### src/lss_pkg.sv
package lss_pkg;

    localparam int DEPTH  = 32;
    localparam int DATA_W = 32;
    localparam int ADDR_W = $clog2(DEPTH);
    localparam int CNT_W  = $clog2(DEPTH + 1);
    localparam int OCNT_W = 6;

    localparam logic [2:0] FUNC_PUSH   = 3'd0;
    localparam logic [2:0] FUNC_POP    = 3'd1;
    localparam logic [2:0] FUNC_LIST   = 3'd2;
    localparam logic [2:0] FUNC_SEARCH = 3'd3;
    localparam logic [2:0] FUNC_CLEAR  = 3'd4;

    localparam logic [1:0] ST_OK    = 2'd0;
    localparam logic [1:0] ST_EMPTY = 2'd1;
    localparam logic [1:0] ST_FULL  = 2'd2;

    typedef struct packed {
        logic [2:0]               func;
        logic signed [DATA_W-1:0] value;
    } t_request;

    typedef struct packed {
        logic [2:0]               kind;
        logic [1:0]               status;
        logic signed [DATA_W-1:0] data;
        logic                     found;
        logic [OCNT_W-1:0]        count;
        logic                     last;
    } t_result;

    typedef struct packed {
        logic space_now;
        logic room1;
        logic room2;
    } t_qstat;

    function automatic logic [OCNT_W-1:0] cnt_out(input logic [CNT_W-1:0] c);
        return OCNT_W'(c);
    endfunction

endpackage

### src/lss_ram.sv
module lss_ram #(
    parameter int WIDTH = 32,
    parameter int DEPTH = 32
) (
    input  logic                     i_clk,
    input  logic                     i_we,
    input  logic [$clog2(DEPTH)-1:0] i_waddr,
    input  logic [WIDTH-1:0]         i_wdata,
    input  logic                     i_re,
    input  logic [$clog2(DEPTH)-1:0] i_raddr,
    output logic [WIDTH-1:0]         o_rdata
);

    logic [WIDTH-1:0] r_mem [DEPTH];
    logic [WIDTH-1:0] r_rdata;

    always_ff @(posedge i_clk) begin
        if (i_we) begin
            r_mem[i_waddr] <= i_wdata;
        end
        if (i_re) begin
            r_rdata <= r_mem[i_raddr];
        end
    end

    assign o_rdata = r_rdata;

endmodule

### src/lss_outq.sv
module lss_outq (
    input  logic             i_clk,
    input  logic             i_rst_n,
    input  logic             i_push,
    input  lss_pkg::t_result i_res,
    output lss_pkg::t_qstat  o_stat,
    output logic             o_out_valid,
    input  logic             i_out_stall,
    output lss_pkg::t_result o_out_res
);

    lss_pkg::t_result r_buf [2];
    logic             r_wp;
    logic             r_rp;
    logic [1:0]       r_occ;
    logic [1:0]       n_occ;
    logic [1:0]       left;
    logic             pop;

    assign pop   = (r_occ != 2'd0) && !i_out_stall;
    assign left  = r_occ - 2'(pop);
    assign n_occ = left + 2'(i_push);

    assign o_stat.space_now = (r_occ != 2'd2);
    assign o_stat.room1     = (left != 2'd2);
    assign o_stat.room2     = (left == 2'd0);

    assign o_out_valid = (r_occ != 2'd0);
    assign o_out_res   = r_buf[r_rp];

    always_ff @(posedge i_clk) begin
        if (!i_rst_n) begin
            r_wp  <= 1'b0;
            r_rp  <= 1'b0;
            r_occ <= 2'd0;
        end else begin
            r_occ <= n_occ;
            if (i_push) begin
                r_wp <= !r_wp;
            end
            if (pop) begin
                r_rp <= !r_rp;
            end
        end
    end

    always_ff @(posedge i_clk) begin
        if (i_push) begin
            r_buf[r_wp] <= i_res;
        end
    end

endmodule

### src/lifo_stack_with_search_core.sv
// Push, clear and requests on an empty stack: the result goes to the output queue,
// one request per cycle while it has space; unused codes are dropped with no result.
// Pop reads the RAM when idle and emits from S_POP. List of n entries: one result
// per cycle while the queue has room. Search over n entries: one RAM read per cycle.
// Synchronous active-low reset empties the stack and the result queue;
// RAM contents are not cleared.
module lifo_stack_with_search_core (
    input  logic              i_clk,
    input  logic              i_rst_n,
    input  logic              i_in_valid,
    output logic              o_in_stall,
    input  lss_pkg::t_request i_in_req,
    output logic              o_out_valid,
    input  logic              i_out_stall,
    output lss_pkg::t_result  o_out_res
);

    typedef enum logic [1:0] {S_IDLE, S_POP, S_LIST, S_SEARCH} t_state;

    t_state                        r_state, n_state;
    logic [lss_pkg::CNT_W-1:0]     r_count, n_count;
    logic [lss_pkg::ADDR_W-1:0]    r_idx, n_idx;
    logic                          r_pend, n_pend;
    logic                          r_pend_last, n_pend_last;
    logic                          r_done, n_done;
    logic                          r_hit, n_hit;
    logic [lss_pkg::DATA_W-1:0]    r_key, n_key;

    logic                          in_take;
    logic [lss_pkg::CNT_W-1:0]     cnt_dec;
    logic [lss_pkg::CNT_W-1:0]     idx_inc;
    logic                          hit_now;
    logic                          emit;
    lss_pkg::t_result              res;
    lss_pkg::t_qstat               qstat;

    logic                          we;
    logic [lss_pkg::ADDR_W-1:0]    waddr;
    logic [lss_pkg::DATA_W-1:0]    wdata;
    logic                          re;
    logic [lss_pkg::ADDR_W-1:0]    raddr;
    logic [lss_pkg::DATA_W-1:0]    rdata;

    assign o_in_stall = !((r_state == S_IDLE) && qstat.space_now);
    assign in_take    = i_in_valid && !o_in_stall;
    assign cnt_dec    = r_count - lss_pkg::CNT_W'(1);
    assign idx_inc    = lss_pkg::CNT_W'(r_idx) + lss_pkg::CNT_W'(1);
    assign hit_now    = r_hit || (r_pend && (rdata == r_key));

    always_comb begin
        n_state     = r_state;
        n_count     = r_count;
        n_idx       = r_idx;
        n_pend      = r_pend;
        n_pend_last = r_pend_last;
        n_done      = r_done;
        n_hit       = r_hit;
        n_key       = r_key;
        we          = 1'b0;
        waddr       = r_count[lss_pkg::ADDR_W-1:0];
        wdata       = i_in_req.value;
        re          = 1'b0;
        raddr       = r_idx;
        emit        = 1'b0;
        res.kind    = i_in_req.func;
        res.status  = lss_pkg::ST_OK;
        res.data    = '0;
        res.found   = 1'b0;
        res.last    = 1'b1;
        unique case (r_state)
            S_IDLE: begin
                if (in_take) begin
                    unique case (i_in_req.func)
                        lss_pkg::FUNC_PUSH: begin
                            emit = 1'b1;
                            if (r_count == lss_pkg::CNT_W'(lss_pkg::DEPTH)) begin
                                res.status = lss_pkg::ST_FULL;
                            end else begin
                                we       = 1'b1;
                                res.data = i_in_req.value;
                                n_count  = r_count + lss_pkg::CNT_W'(1);
                            end
                        end
                        lss_pkg::FUNC_POP: begin
                            if (r_count == '0) begin
                                emit       = 1'b1;
                                res.status = lss_pkg::ST_EMPTY;
                            end else begin
                                re      = 1'b1;
                                raddr   = cnt_dec[lss_pkg::ADDR_W-1:0];
                                n_count = cnt_dec;
                                n_state = S_POP;
                            end
                        end
                        lss_pkg::FUNC_LIST: begin
                            if (r_count == '0) begin
                                emit       = 1'b1;
                                res.status = lss_pkg::ST_EMPTY;
                            end else begin
                                n_idx   = cnt_dec[lss_pkg::ADDR_W-1:0];
                                n_pend  = 1'b0;
                                n_done  = 1'b0;
                                n_state = S_LIST;
                            end
                        end
                        lss_pkg::FUNC_SEARCH: begin
                            if (r_count == '0) begin
                                emit = 1'b1;
                            end else begin
                                n_idx   = '0;
                                n_key   = i_in_req.value;
                                n_hit   = 1'b0;
                                n_pend  = 1'b0;
                                n_done  = 1'b0;
                                n_state = S_SEARCH;
                            end
                        end
                        lss_pkg::FUNC_CLEAR: begin
                            emit    = 1'b1;
                            n_count = '0;
                        end
                        default: begin
                        end
                    endcase
                end
            end
            S_POP: begin
                emit     = 1'b1;
                res.kind = lss_pkg::FUNC_POP;
                res.data = rdata;
                n_state  = S_IDLE;
            end
            S_LIST: begin
                res.kind = lss_pkg::FUNC_LIST;
                n_pend   = 1'b0;
                if (r_pend) begin
                    emit     = 1'b1;
                    res.data = rdata;
                    res.last = r_pend_last;
                    if (r_pend_last) begin
                        n_state = S_IDLE;
                    end
                end
                if (!r_done && (r_pend ? qstat.room2 : qstat.room1)) begin
                    re          = 1'b1;
                    n_pend      = 1'b1;
                    n_pend_last = (r_idx == '0);
                    n_done      = (r_idx == '0);
                    n_idx       = r_idx - lss_pkg::ADDR_W'(1);
                end
            end
            S_SEARCH: begin
                res.kind = lss_pkg::FUNC_SEARCH;
                n_pend   = 1'b0;
                n_hit    = hit_now;
                if (r_pend && r_pend_last) begin
                    emit      = 1'b1;
                    res.found = hit_now;
                    n_state   = S_IDLE;
                end
                if (!r_done) begin
                    re          = 1'b1;
                    n_pend      = 1'b1;
                    n_pend_last = (idx_inc == r_count);
                    n_done      = (idx_inc == r_count);
                    n_idx       = r_idx + lss_pkg::ADDR_W'(1);
                end
            end
            default: begin
                n_state = S_IDLE;
            end
        endcase
        res.count = lss_pkg::cnt_out(n_count);
    end

    always_ff @(posedge i_clk) begin
        if (!i_rst_n) begin
            r_state <= S_IDLE;
            r_count <= '0;
            r_pend  <= 1'b0;
            r_done  <= 1'b0;
        end else begin
            r_state <= n_state;
            r_count <= n_count;
            r_pend  <= n_pend;
            r_done  <= n_done;
        end
    end

    always_ff @(posedge i_clk) begin
        r_idx       <= n_idx;
        r_pend_last <= n_pend_last;
        r_hit       <= n_hit;
        r_key       <= n_key;
    end

    lss_ram #(
        .WIDTH(lss_pkg::DATA_W),
        .DEPTH(lss_pkg::DEPTH)
    ) u_ram (
        .i_clk  (i_clk),
        .i_we   (we),
        .i_waddr(waddr),
        .i_wdata(wdata),
        .i_re   (re),
        .i_raddr(raddr),
        .o_rdata(rdata)
    );

    lss_outq u_outq (
        .i_clk      (i_clk),
        .i_rst_n    (i_rst_n),
        .i_push     (emit),
        .i_res      (res),
        .o_stat     (qstat),
        .o_out_valid(o_out_valid),
        .i_out_stall(i_out_stall),
        .o_out_res  (o_out_res)
    );

endmodule

### config.mk
export PLATFORM = sky130hd
export DESIGN_NAME = lifo_stack_with_search_core
export DESIGN_NICKNAME = d
export VERILOG_FILES = /design/src/lss_pkg.sv /design/src/lss_ram.sv /design/src/lss_outq.sv /design/src/lifo_stack_with_search_core.sv
export SDC_FILE = /design/constraint.sdc
export NUM_CORES = 1
export LEC_CHECK = 0
export ABC_AREA = 1
export BUFFER_PORTS_ARGS = -buffer_cell sky130_fd_sc_hd__buf_2
export CAP_MARGIN = 20
export CORE_UTILIZATION = 35
export CTS_BUF_LIST = sky130_fd_sc_hd__clkbuf_16
export DETAILED_ROUTE_END_ITERATION = 6
export PLACE_DENSITY_LB_ADDON = 0.05
export SLEW_MARGIN = 20
export SYNTH_ARGS = -nofsm -noshare
export SYNTH_HDL_FRONTEND = slang
export SYNTH_SLANG_ARGS = --single-unit
### constraint.sdc
create_clock -name i_clk -period 11.1 [get_ports i_clk]
set_input_delay 1.665 -clock i_clk [delete_from_list [all_inputs] [get_ports i_clk]]
set_output_delay 1.665 -clock i_clk [all_outputs]
set_load 0.1 [all_outputs]
## Word level (Yosys, flattened, before mapping)

Memories as Yosys holds them, arrays and structs flattened. A register that Yosys moved wholly into a read port is not among the register bits.
Cells that the tools add are included.

| word-level totals | value |
|---|---|
| flip-flop bits (word level) | 53 |
| memory bits (writable) | 1114 |
| input port bits | 39 |
| logic and storage cells | 152 |
| memories | 2 |

Memories:

| name | words | bits a word | read ports | clocked after memory_dff | wr ports | RTL line | text |
|---|---|---|---|---|---|---|---|
| u_ram.r_mem | 32 | 32 | 1 | 1 | 1 | lss_ram.sv:14 | `logic [WIDTH-1:0] r_mem [DEPTH];` |
| u_outq.r_buf | 2 | 45 | 1 | 1 | 1 | lss_outq.sv:12 | `lss_pkg::t_result r_buf [2];` |

| operators by class | value |
|---|---|
| add/subtract/negate cells | 7 |
| equal/unequal tests | 26 |
| multiplexer cells | 73 |
| bitwise operators | 1 |
| reductions and logical operators | 32 |

Operator list:

| operator | number |
|---|---|
| $mux 32 | 3 |
| $pmux 32 s3 | 1 |
| $mux 5 | 8 |
| $mux 34 | 1 |
| $mux 1 | 33 |
| $eq 32x32->1 | 1 |
| $mux 6 | 4 |
| $ne 2x2->1 const B | 10 |
| $mux 2 | 9 |
| $pmux 6 s3 | 1 |
| $pmux 5 s3 | 1 |
| $reduce_and 4->1 | 3 |
| $pmux 5 s2 | 1 |
| $ne 3x3->1 const B | 3 |
| $pmux 1 s3 | 3 |
| $pmux 3 s3 | 1 |
| $pmux 2 s4 | 1 |
| $reduce_and 8->1 | 1 |
| $add 5x1->6 const B | 1 |
| $add 6x1->6 const B | 1 |
| $eq 3x2->1 const B | 2 |
| $eq 6x6->1 | 1 |
| $eq 6x6->1 const B | 1 |
| $logic_and 1x1->1 | 6 |
| other kinds (30) | 42 |

## Longest topological paths before layout

Gate-level depths: netlist of run 1.

| logic depth | value |
|---|---|
| depth in word-level cells | 8 |
| depth in mapped cells | 18 |
| mapped depth without buffers | 14 |

## Modules after synthesis

A second synthesis of run 1 with hierarchy kept.

| unflattened totals | value |
|---|---|
| cell total of the unflattened synthesis | 4240 |
| area, all modules | 50138.1 um^2 |

By module, submodules not included:

| module | times used | cells an instance | area an instance (um^2) | sequential area each (um^2) |
|---|---|---|---|---|
| lss_ram | 1 | 3536 | 42726.0 | 31710.4 |
| lifo_stack_with_search_core | 1 | 523 | 3706.1 | 1371.3 |
| lss_outq | 1 | 181 | 3706.1 | 2802.7 |

## Worst setup path after synthesis of run 1

No wires, ideal clock.

| path | value |
|---|---|
| path type | input-to-reg |
| from | input port i_in_req[32] (netlist name) |
| to | memory u_ram.r_mem[31][0] (enable) |
| setup time | 0.461 ns |
| data arrival time | 4.314 ns |
| required time | 10.639 ns |
| slack | 6.325 ns |
| cell stages on the path | 5 |
| path buffers | 0 |
| cells stage by stage | nor2_1 -> inv_1 -> nor2_1 -> nand2_1 -> nor3_1 |

| on the way | value |
|---|---|
| cells in the longest elaborated chain, start to end | 6 |

RTL lines:

| item | RTL line | text |
|---|---|---|
| start: declaration | lifo_stack_with_search_core.sv:12 | `input lss_pkg::t_request i_in_req,` |
| $logic_not 3->1 | lifo_stack_with_search_core.sv:73 | `unique case (i_in_req.func)` |
| $mux 1 | lifo_stack_with_search_core.sv:73 |  |
| $mux 1 | lifo_stack_with_search_core.sv:72 | `if (in_take) begin` |
| $mux 1 | lifo_stack_with_search_core.sv:70 | `unique case (r_state)` |
| $mux 1 | lss_ram.sv:18 | `if (i_we) begin` |
| $mux 1 (implied by the code) | lss_ram.sv:19 | `r_mem[i_waddr] <= i_wdata;` |
| end: declaration | lss_ram.sv:14 |  |

Every way passes these cells.

## Final worst setup path of run 1

| path | value |
|---|---|
| from | input port i_in_req[34] (netlist name) |
| to | register u_ram.r_rdata[8], in the netlist u_ram.o_rdata[8] (read register of u_ram.r_mem) (data pin) |

| on the way | value |
|---|---|
| cells in the longest elaborated chain, start to end | 4 |

RTL lines:

| item | RTL line | text |
|---|---|---|
| $eq 3x1->1 * | lifo_stack_with_search_core.sv:73 |  |
| $mux 1 / $mux 5 (equally long branches) | lifo_stack_with_search_core.sv:73 |  |
| $mux 1 / $mux 5 (equally long branches) | lifo_stack_with_search_core.sv:72 |  |
| $pmux 1 s3 / $mux 5 (equally long branches) | lifo_stack_with_search_core.sv:70 |  |
| end: declaration | lss_ram.sv:15 | `logic [WIDTH-1:0] r_rdata;` |

Every way passes the cells marked *; elsewhere a longest branch is shown, timed or not.
A chain may end at the register's enable or synchronous reset.

==> results of run 1 <==
==> metal layers <==
layer,vias to the layer above,global-route usage
li1,16700,-
met1,17700,0.326
met2,1015,0.356
met3,244,0.0356
met4,8,0.0682
met5,-,0.00574
==> cell type report <==
class	count	area [sq um]
Antenna cell	1	2.50
Clock buffer	149	3730
Clock inverter	99	494
Fill cell	14700	90200
Inverter	966	3640
Multi-Input combinational cell	2543	12800
Sequential cell	1200	35900
Tap cell	2016	2520
Timing Repair Buffer	177	1220
==> sequential cells by signal, summed over array words and instances, names as in the netlist, named ones only <==
| name | cells |
|---|---|
| r_pend | 1 |
| u_outq.r_buf | 90 |
| u_ram.r_mem | 1024 |
| r_state | 2 |
| u_outq.r_wp | 1 |
| r_count | 6 |
| u_ram.o_rdata | 32 |
| r_hit | 1 |
| r_done | 1 |
| r_key | 32 |
| u_outq.r_rp | 1 |
| r_pend_last | 1 |
| u_outq.r_occ | 2 |
| r_idx | 5 |
==> through the flow <==
step / setup WS [ns] / power (uW) / hold slack (ns)
global placement: 5.33 / 7190 / 0.434
CTS: 6.10 / 11500 / 0.450
finish: 6.07 / 11400 / 0.447
floorplan: 6.33 / 6580 / 0.425
global route: 5.73 / 11800 / 0.487
detailed placement: 5.32 / 7190 / 0.440
==> logic make-up (layout without fill, tap and decap cells) <==
| logic type | Yosys count | in the layout | share of synthesized area |
|---|---|---|---|
| fa+ha+maj | 13 | 13 | 0.00319 |
| buf+inv | 1240 | 1391 | 0.0950 |
| xor+xnor | 30 | 30 | 0.00493 |
| other cells | 0 | 1 | 0 |
| flops | 1200 | 1200 | 0.673 |
| mux | 45 | 45 | 0.00950 |
| simple gates | 2355 | 2355 | 0.204 |
| compound gates | 100 | 100 | 0.0108 |
==> synthesized netlist by cell type (all sizes together), types with 20 or more instances <==
master	number	area share
edfxtp	1185	0.67
nand3	1139	0.11
nand2	986	0.070
inv	963	0.068
buf	224	0.023
nand3b	128	0.018
nor2	77	0.0060
a21oi	51	0.0048
clkbuf	50	0.0035
mux2	45	0.0095
xor2	24	0.0039
o21ai	20	0.0019
==> report_power, final <==
| group | leakage [uW] | switching (uW) | internal [uW] |
|---|---|---|---|
| clock network | 0.00224 | 1870 | 2450 |
| registers | 0.0108 | 43.5 | 5090 |
| logic | 0.0115 | 1500 | 434 |
| total | 0.0246 | 3410 | 7980 |
==> worst min-delay path by stage <==
stage                     end  slack, ns  depth (start not counted)
floorplan           flip-flop       0.43                          1
global placement    flip-flop       0.43                          1
detailed placement  flip-flop       0.44                          1
CTS                 flip-flop       0.45                          1
global route        flip-flop       0.49                          1
finish              flip-flop       0.45                          1
==> critical path: stages <==
cell and delay [ns]:
sky130_fd_sc_hd__buf_2 0.13, sky130_fd_sc_hd__inv_1 0.06, sky130_fd_sc_hd__nand3_1 0.21, sky130_fd_sc_hd__nor2_2 0.06, sky130_fd_sc_hd__nand2_2 0.22, sky130_fd_sc_hd__nand2_8 0.45, sky130_fd_sc_hd__nand2_8 0.95, sky130_fd_sc_hd__buf_4 0.76
sky130_fd_sc_hd__nand2_1 0.13, sky130_fd_sc_hd__nand3_1 0.12, sky130_fd_sc_hd__nand3_1 0.13, sky130_fd_sc_hd__nand3_1 0.13, sky130_fd_sc_hd__nand2_1 0.11, sky130_fd_sc_hd__nand2_1 0.07, sky130_fd_sc_hd__nand2_1 0.07
==> out/metrics.json, run 1 <==
{
  "place.detailed.hpwl": {"value": 91600, "unit": "um"},
  "synth_seq_cells": {"value": 1200},
  "run_status": {"value": "finished clean"},
  "depth_of_the_most_critical_reg_to_reg_path": {"value": 15},
  "layout-area-overhead-vs-synth": {"value": 13.0, "unit": "%"},
  "clk_path_buf_depth": {"value": 3},
  "synth_sequential_area_ratio": {"value": 0.673},
  "synthesis.yosys.warnings": {"value": 0},
  "maximum_clock_skew_at_final_layout": {"value": 0.0278, "unit": "ns"},
  "final_common_cell": {"value": "sky130_fd_sc_hd__edfxtp_1"},
  "routed_via_density": {"value": 4.98},
  "grt_pass1_wl": {"value": 250000, "unit": "um"},
  "postPlaceCellArea": {"value": 56000, "unit": "sq um"},
  "first_global_vias": {"value": 34400},
  "avgSynthCellArea": {"value": 10.7, "unit": "sq um"},
  "antenna_violations_before_repair": {"value": 12},
  "slew_viol_final": {"value": 0},
  "final_core_util": {"value": 0.400},
  "cp-endpoint": {"value": "u_ram.o_rdata[8]"},
  "cp-startpoint": {"value": "i_in_req[34]"},
  "hold_start": {"value": "u_outq.r_rp"},
  "fp.coreArea": {"value": 150000, "unit": "sq um"},
  "async_flop_share": {"value": 0},
  "holdCritPathClass": {"value": "reg -> reg"},
  "setup_viol_count_final": {"value": 0},
  "cp_data_arrival_time": {"value": 5.55, "unit": "ns"},
  "dp.cells": {"value": 6902},
  "powerDensity": {"value": 189, "unit": "nW/um^2"},
  "synth.net_count": {"value": 5035},
  "floorplan.die_area": {"value": 154000, "unit": "sq um"},
  "timing.slew.headroom": {"value": 0.175},
  "ys_types": {"value": 46},
  "crit-reg2reg-capture": {"value": "u_ram.o_rdata[8]"},
  "grt_residual_overflow": {"value": 0},
  "drt_first_iter_violations": {"value": 3038},
  "floorplan.die.height": {"value": 392, "unit": "um"},
  "most_used_cells_in_the_layout_excluding_fill_and_tap_cells": {"value": "sky130_fd_sc_hd__edfxtp_1, sky130_fd_sc_hd__nand3_1, sky130_fd_sc_hd__inv_1"},
  "timing.max_cap.violations": {"value": 0},
  "routed.top_layer": {"value": "met5"},
  "drt.antenna.violating_nets": {"value": 0},
  "quantity_of_gates_resized_following_cts": {"value": 0},
  "grt_setup_unrepaired": {"value": "no"},
  "layout.cell_area.non_filler": {"value": 60200, "unit": "sq um"},
  "drcViolationCount": {"value": 0},
  "path_max_fanout": {"value": 130},
  "route.vias.total": {"value": 35600},
  "globalRouteTotalUtil": {"value": 0.228},
  "timing.rr.start": {"value": "r_count[0]"},
  "cts.sink_count": {"value": 1200},
  "synth_ff_type": {"value": "sky130_fd_sc_hd__edfxtp_1"},
  "cts_setup_buffers": {"value": 0},
  "fin_tns_setup": {"value": 0, "unit": "ns"},
  "root_buffer": {"value": "sky130_fd_sc_hd__clkbuf_16"},
  "floorplan_row_count": {"value": 142},
  "worstSetupPathType": {"value": "in -> reg"},
  "clkLatencyLatePin": {"value": 0.77, "unit": "ns"},
  "post_synth_inst_count": {"value": 4983},
  "firstDrtPassIters": {"value": 5},
  "synth-edff-count": {"value": 1185},
  "post_drt_wl_per_cell": {"value": 24.4, "unit": "um"},
  "critPathLaunchType": {"value": "input port"},
  "timing.critical_path.required": {"value": 11.62, "unit": "ns"},
  "clkTransAtPathRegs": {"value": 0.05, "unit": "ns"},
  "final.min_clock_period": {"value": 5.03, "unit": "ns"},
  "r2r_slack": {"value": 6.14, "unit": "ns"},
  "max_slew.worst_pin.slew": {"value": 1.24, "unit": "ns"},
  "synth_area": {"value": 53300, "unit": "sq um"},
  "portBuffers": {"value": 85},
  "fmaxAchievable": {"value": 199, "unit": "MHz"},
  "start_util": {"value": 0.354},
  "drive_gt1_frac": {"value": 0.0906},
  "nature_of_the_critical_path_endpoint": {"value": "flip-flop"},
  "finalCritPeriodShare": {"value": 0.453},
  "met3_routed_wl": {"value": 10400, "unit": "um"},
  "tritoncts_clock_tree": {"value": "yes"},
  "cts_inserted_buffers": {"value": 142},
  "drt_wl_total": {"value": 174000, "unit": "um"},
  "met2RoutedLength": {"value": 78800, "unit": "um"},
  "final_cells": {"value": 7151},
  "ctsHoldBuffers": {"value": 0},
  "vdd_drop_max": {"value": 0.000161, "unit": "V"},
  "met1Wirelength": {"value": 80600, "unit": "um"},
  "grt_start_max_net_pins": {"value": 165},
  "nets": {"value": 5082},
  "leakagePower": {"value": 0.0246, "unit": "uW"},
  "place_congestion": {"value": 0.796},
  "top_level_ports": {"value": 86},
  "finalHoldViolations": {"value": 0},
  "chipWidth": {"value": 392, "unit": "um"},
  "cts.htree.levels": {"value": 4}
}
Power figures use the tool's default switching activity.
==> inputs of run 2 (changes only) <==
--- a/config.mk
+++ b/config.mk
@@ -5,7 +5,7 @@
 export SDC_FILE = /design/constraint.sdc
 export NUM_CORES = 1
 export LEC_CHECK = 0
-export ABC_AREA = 1
+export ABC_AREA = 0
 export BUFFER_PORTS_ARGS = -buffer_cell sky130_fd_sc_hd__buf_2
 export CAP_MARGIN = 20
 export CORE_UTILIZATION = 35
==> constraint.sdc (replaced) <==
create_clock -name i_clk -period 4.3 [get_ports i_clk]
set_input_delay 0.645 -clock i_clk [delete_from_list [all_inputs] [get_ports i_clk]]
set_output_delay 0.645 -clock i_clk [all_outputs]
set_load 0.1 [all_outputs]
==> run 2 against run 1 <==
Net effect: combinational power increased by 11%; global-route usage grew 0.93 points; register-to-register slack worse by 6.0 ns; sequential cell count did not move; first-iteration DRC count decreased by 15%; synthesized cell count shrank 36%; final cell count decreased by 27%; clock skew about the same; sequential power rose to 2.5 times the previous value; critical path depth is 4 lower; critical path type is now reg -> reg; largest cell class unchanged; largest power group unchanged; highest routed layer is now met4.
==> out/metrics.json, run 2 <==
{
  "start_util": {"value": 0.354, "change": "about the same"},
  "synth-edff-count": {"value": 1185, "change": "unchanged"},
  "grt_pass1_wl": {"value": 229000, "unit": "um", "change": "-8.6%"},
  "depth_of_the_most_critical_reg_to_reg_path": {"value": 11, "change": "-4"},
  "synth_seq_cells": {"value": 1200, "change": "unchanged"},
  "final_cells": {"value": 5252, "change": "-27%"},
  "nature_of_the_critical_path_endpoint": {"value": "flip-flop"},
  "timing.slew.headroom": {"value": 0.328, "change": "+0.153"},
  "finalCritPeriodShare": {"value": 0.965},
  "drt_wl_total": {"value": 163000, "unit": "um", "change": "-6.4%"},
  "final_common_cell": {"value": "sky130_fd_sc_hd__edfxtp_1"},
  "cts.htree.levels": {"value": 4, "change": "unchanged"},
  "pre_cts_ws": {"value": -0.164, "unit": "ns", "change": "-5.48 ns"},
  "fmaxAchievable": {"value": 241, "unit": "MHz"},
  "most_used_cells_in_the_layout_excluding_fill_and_tap_cells": {"value": "sky130_fd_sc_hd__edfxtp_1, sky130_fd_sc_hd__nand2_1, sky130_fd_sc_hd__nand3_1"},
  "ys_types": {"value": 74, "change": "+61%"},
  "path_max_fanout": {"value": 68, "change": "-48%"},
  "layout-area-overhead-vs-synth": {"value": 17.1, "unit": "%"},
  "place.detailed.hpwl": {"value": 97600, "unit": "um", "change": "+6.5%"},
  "slew_viol_final": {"value": 0, "change": "unchanged"},
  "grt_residual_overflow": {"value": 0, "change": "unchanged"},
  "cts.sink_count": {"value": 1200, "change": "unchanged"},
  "globalRouteTotalUtil": {"value": 0.238, "change": "+0.00932"},
  "antenna_violations_before_repair": {"value": 7, "change": "-5"},
  "met2RoutedLength": {"value": 79700, "unit": "um", "change": "+1.3%"},
  "synthesis.yosys.warnings": {"value": 0, "change": "unchanged"},
  "maximum_clock_skew_at_final_layout": {"value": 0.0278, "unit": "ns", "change": "-0.0000434 ns"},
  "worstSetupPathType": {"value": "reg -> reg"},
  "floorplan.die_area": {"value": 137000, "unit": "sq um", "change": "-11%"},
  "setup_slack": {"value": 0.151, "unit": "ns", "change": "-5.92 ns"},
  "worst_hold_path_cell_count": {"value": 1, "change": "unchanged"},
  "cts_inserted_buffers": {"value": 138, "change": "-2.8%"},
  "met1Wirelength": {"value": 71800, "unit": "um", "change": "-11%"},
  "grt_start_max_net_pins": {"value": 96, "change": "-42%"},
  "drt_first_iter_violations": {"value": 2594, "change": "-15%"},
  "route.vias.total": {"value": 29400, "change": "-17%"},
  "floorplan.die.height": {"value": 370, "unit": "um", "change": "-5.6%"},
  "synth_area": {"value": 47500, "unit": "sq um", "change": "-11%"},
  "floorplan_row_count": {"value": 134, "change": "-5.6%"},
  "dp.cells": {"value": 5008, "change": "-27%"},
  "place_congestion": {"value": 0.820, "change": "+3.1%"},
  "fp.coreArea": {"value": 134000, "unit": "sq um", "change": "-11%"},
  "max_slew.worst_pin.slew": {"value": 1.01, "unit": "ns", "change": "-0.230 ns"},
  "drcViolationCount": {"value": 0, "change": "unchanged"},
  "tritoncts_clock_tree": {"value": "yes"},
  "clk_path_buf_depth": {"value": 3, "change": "unchanged"},
  "vdd_drop_max": {"value": 0.000368, "unit": "V", "change": "+130%"},
  "drt.antenna.violating_nets": {"value": 0, "change": "unchanged"},
  "routed_via_density": {"value": 5.60, "change": "+12%"},
  "clkLatencyLatePin": {"value": 0.79, "unit": "ns", "change": "+0.02 ns"},
  "yosys.cell_count.top_type": {"value": "sky130_fd_sc_hd__edfxtp_1"},
  "leakagePower": {"value": 0.0183, "unit": "uW", "change": "-26%"},
  "synth_sequential_area_ratio": {"value": 0.756, "change": "+0.0833"},
  "largest_register_ffs": {"value": 1024, "change": "unchanged"},
  "timing.critical_path.required": {"value": 4.95, "unit": "ns", "change": "-6.67 ns"},
  "yosys-top-cells-count": {"value": "sky130_fd_sc_hd__edfxtp_1, sky130_fd_sc_hd__nand2_1, sky130_fd_sc_hd__nand3_1"},
  "run_status": {"value": "finished clean"},
  "nets": {"value": 3432, "change": "-32%"},
  "firstDrtPassIters": {"value": 5, "change": "unchanged"},
  "met3_routed_wl": {"value": 8180, "unit": "um", "change": "-22%"},
  "cp_data_arrival_time": {"value": 4.79, "unit": "ns", "change": "-0.76 ns"},
  "async_flop_share": {"value": 0, "change": "unchanged"},
  "synth_largest_area_cell": {"value": "sky130_fd_sc_hd__edfxtp_1"},
  "powerDensity": {"value": 470, "unit": "nW/um^2", "change": "+150%"},
  "registers.top_by_ff_count": {"value": "u_ram.r_mem"},
  "finalHoldViolations": {"value": 0, "change": "unchanged"},
  "avgSynthCellArea": {"value": 14.9, "unit": "sq um", "change": "+39%"},
  "synth.net_count": {"value": 3247, "change": "-36%"},
  "post_synth_inst_count": {"value": 3195, "change": "-36%"},
  "grt_setup_unrepaired": {"value": "no"},
  "top_level_ports": {"value": 86, "change": "unchanged"},
  "synth_ff_type": {"value": "sky130_fd_sc_hd__edfxtp_1"},
  "synth_top_cells_by_area": {"value": "sky130_fd_sc_hd__edfxtp_1, sky130_fd_sc_hd__nand2_1, sky130_fd_sc_hd__nand3_1, sky130_fd_sc_hd__mux2_2, sky130_fd_sc_hd__a31oi_1"},
  "clkTransAtPathRegs": {"value": 0.06, "unit": "ns", "change": "about the same"},
  "drive_gt1_frac": {"value": 0.175, "change": "+0.0842"},
  "largestRegisters": {"value": "u_ram.r_mem (1024), u_outq.r_buf (90)"},
  "n_antenna_cell": {"value": 0, "change": "-1"},
  "area_share_of_the_largest_cell_type_after_synthesis": {"value": 0.750, "change": "+0.0826"},
  "ctsHoldBuffers": {"value": 0, "change": "unchanged"},
  "chipWidth": {"value": 370, "unit": "um", "change": "-5.6%"},
  "portBuffers": {"value": 85, "change": "unchanged"},
  "routed.top_layer": {"value": "met4"},
  "post_drt_wl_per_cell": {"value": 31.1, "unit": "um", "change": "+27%"},
  "critPathLaunchType": {"value": "flip-flop"},
  "holdCritPathClass": {"value": "in -> reg"},
  "final.min_clock_period": {"value": 4.15, "unit": "ns"},
  "timing.max_cap.violations": {"value": 0, "change": "unchanged"},
  "root_buffer": {"value": "sky130_fd_sc_hd__clkbuf_16"},
  "first_global_vias": {"value": 29500, "change": "-14%"},
  "setup_viol_count_final": {"value": 0, "change": "unchanged"}
}
## run 2: through the flow
step / instance area [sq um] / TNS (ns) / utilization / total power, uW / hold WS [ns]
after floorplan: 47500 / 0 / - / 14700 / 0.494
after global placement: 51300 / -0.239 / 0.383 / 15500 / 0.535
after detailed placement: 51400 / -0.521 / 0.383 / 15500 / 0.542
after CTS: 55600 / 0 / 0.415 / 26400 / 0.194
after global routing: 55600 / 0 / 0.415 / 26900 / 0.228
final: 55600 / 0 / 0.415 / 26100 / 0.245
## run 2: worst max-delay path, stage by stage (launching register included)
cell and delay, ns:
sky130_fd_sc_hd__dfxtp_1 0.40, sky130_fd_sc_hd__inv_1 0.15, sky130_fd_sc_hd__ha_1 0.17, sky130_fd_sc_hd__or4b_4 0.52, sky130_fd_sc_hd__o211ai_4 0.34, sky130_fd_sc_hd__nor3_2 0.11, sky130_fd_sc_hd__nor2_4 0.47, sky130_fd_sc_hd__buf_12 0.38
sky130_fd_sc_hd__a211oi_1 0.14, sky130_fd_sc_hd__nor4_1 0.82, sky130_fd_sc_hd__a31oi_1 0.24, sky130_fd_sc_hd__nand3_1 0.16
## run 2: path summary, 6_finish.rpt
path	start	end	slack, ns
min reg2reg	u_outq.r_wp	u_outq.r_wp	0.55
max reg2reg	r_count[1]	u_ram.o_rdata[23]	0.15
max	r_count[1]	u_ram.o_rdata[23]	0.15
min	i_in_req[20]	u_ram.r_mem[31][20]	0.25
## run 2: what timing repair did
action,4_1_cts,5_1_grt
setup endpoints to repair,7,5
setup buffers,0,0
hold endpoints to repair,0,0
gates resized for setup,7,3
pin swaps,0,0
## run 2: final cells by class
class / count / area [sq um]
Fill cell: 12200 / 78400
Sequential cell: 1200 / 35900
Multi-Input combinational cell: 1768 / 11100
Clock buffer: 140 / 3500
Tap cell: 1768 / 2210
Timing Repair Buffer: 259 / 2180
Clock inverter: 104 / 678
Inverter: 13 / 48.8
## run 2: layer usage
metal,up-vias,GRT usage
met5,-,0
met4,0,0.0615
met3,197,0.0316
met2,1019,0.398
met1,15400,0.324
li1,12800,-
## run 2: where the power goes
| group | total, uW | internal, uW | switching, uW |
|---|---|---|---|
| Sequential | 13000 | 13000 | 86.5 |
| Clock | 10900 | 6170 | 4770 |
| Combinational | 2160 | 458 | 1710 |
## run 2: cells by family (layout without fill, tap and decap cells)
group | after synthesis | count (layout) | synth area share
buffers and inverters | 227 | 516 | 0.0208
AO/OA/AOI/OAI | 551 | 551 | 0.0833
adder cells (fa/ha/maj) | 13 | 13 | 0.00359
XOR/XNOR | 50 | 50 | 0.00923
multiplexers | 111 | 111 | 0.0254
flip-flops | 1200 | 1200 | 0.756
AND/OR/NAND/NOR | 1043 | 1043 | 0.101
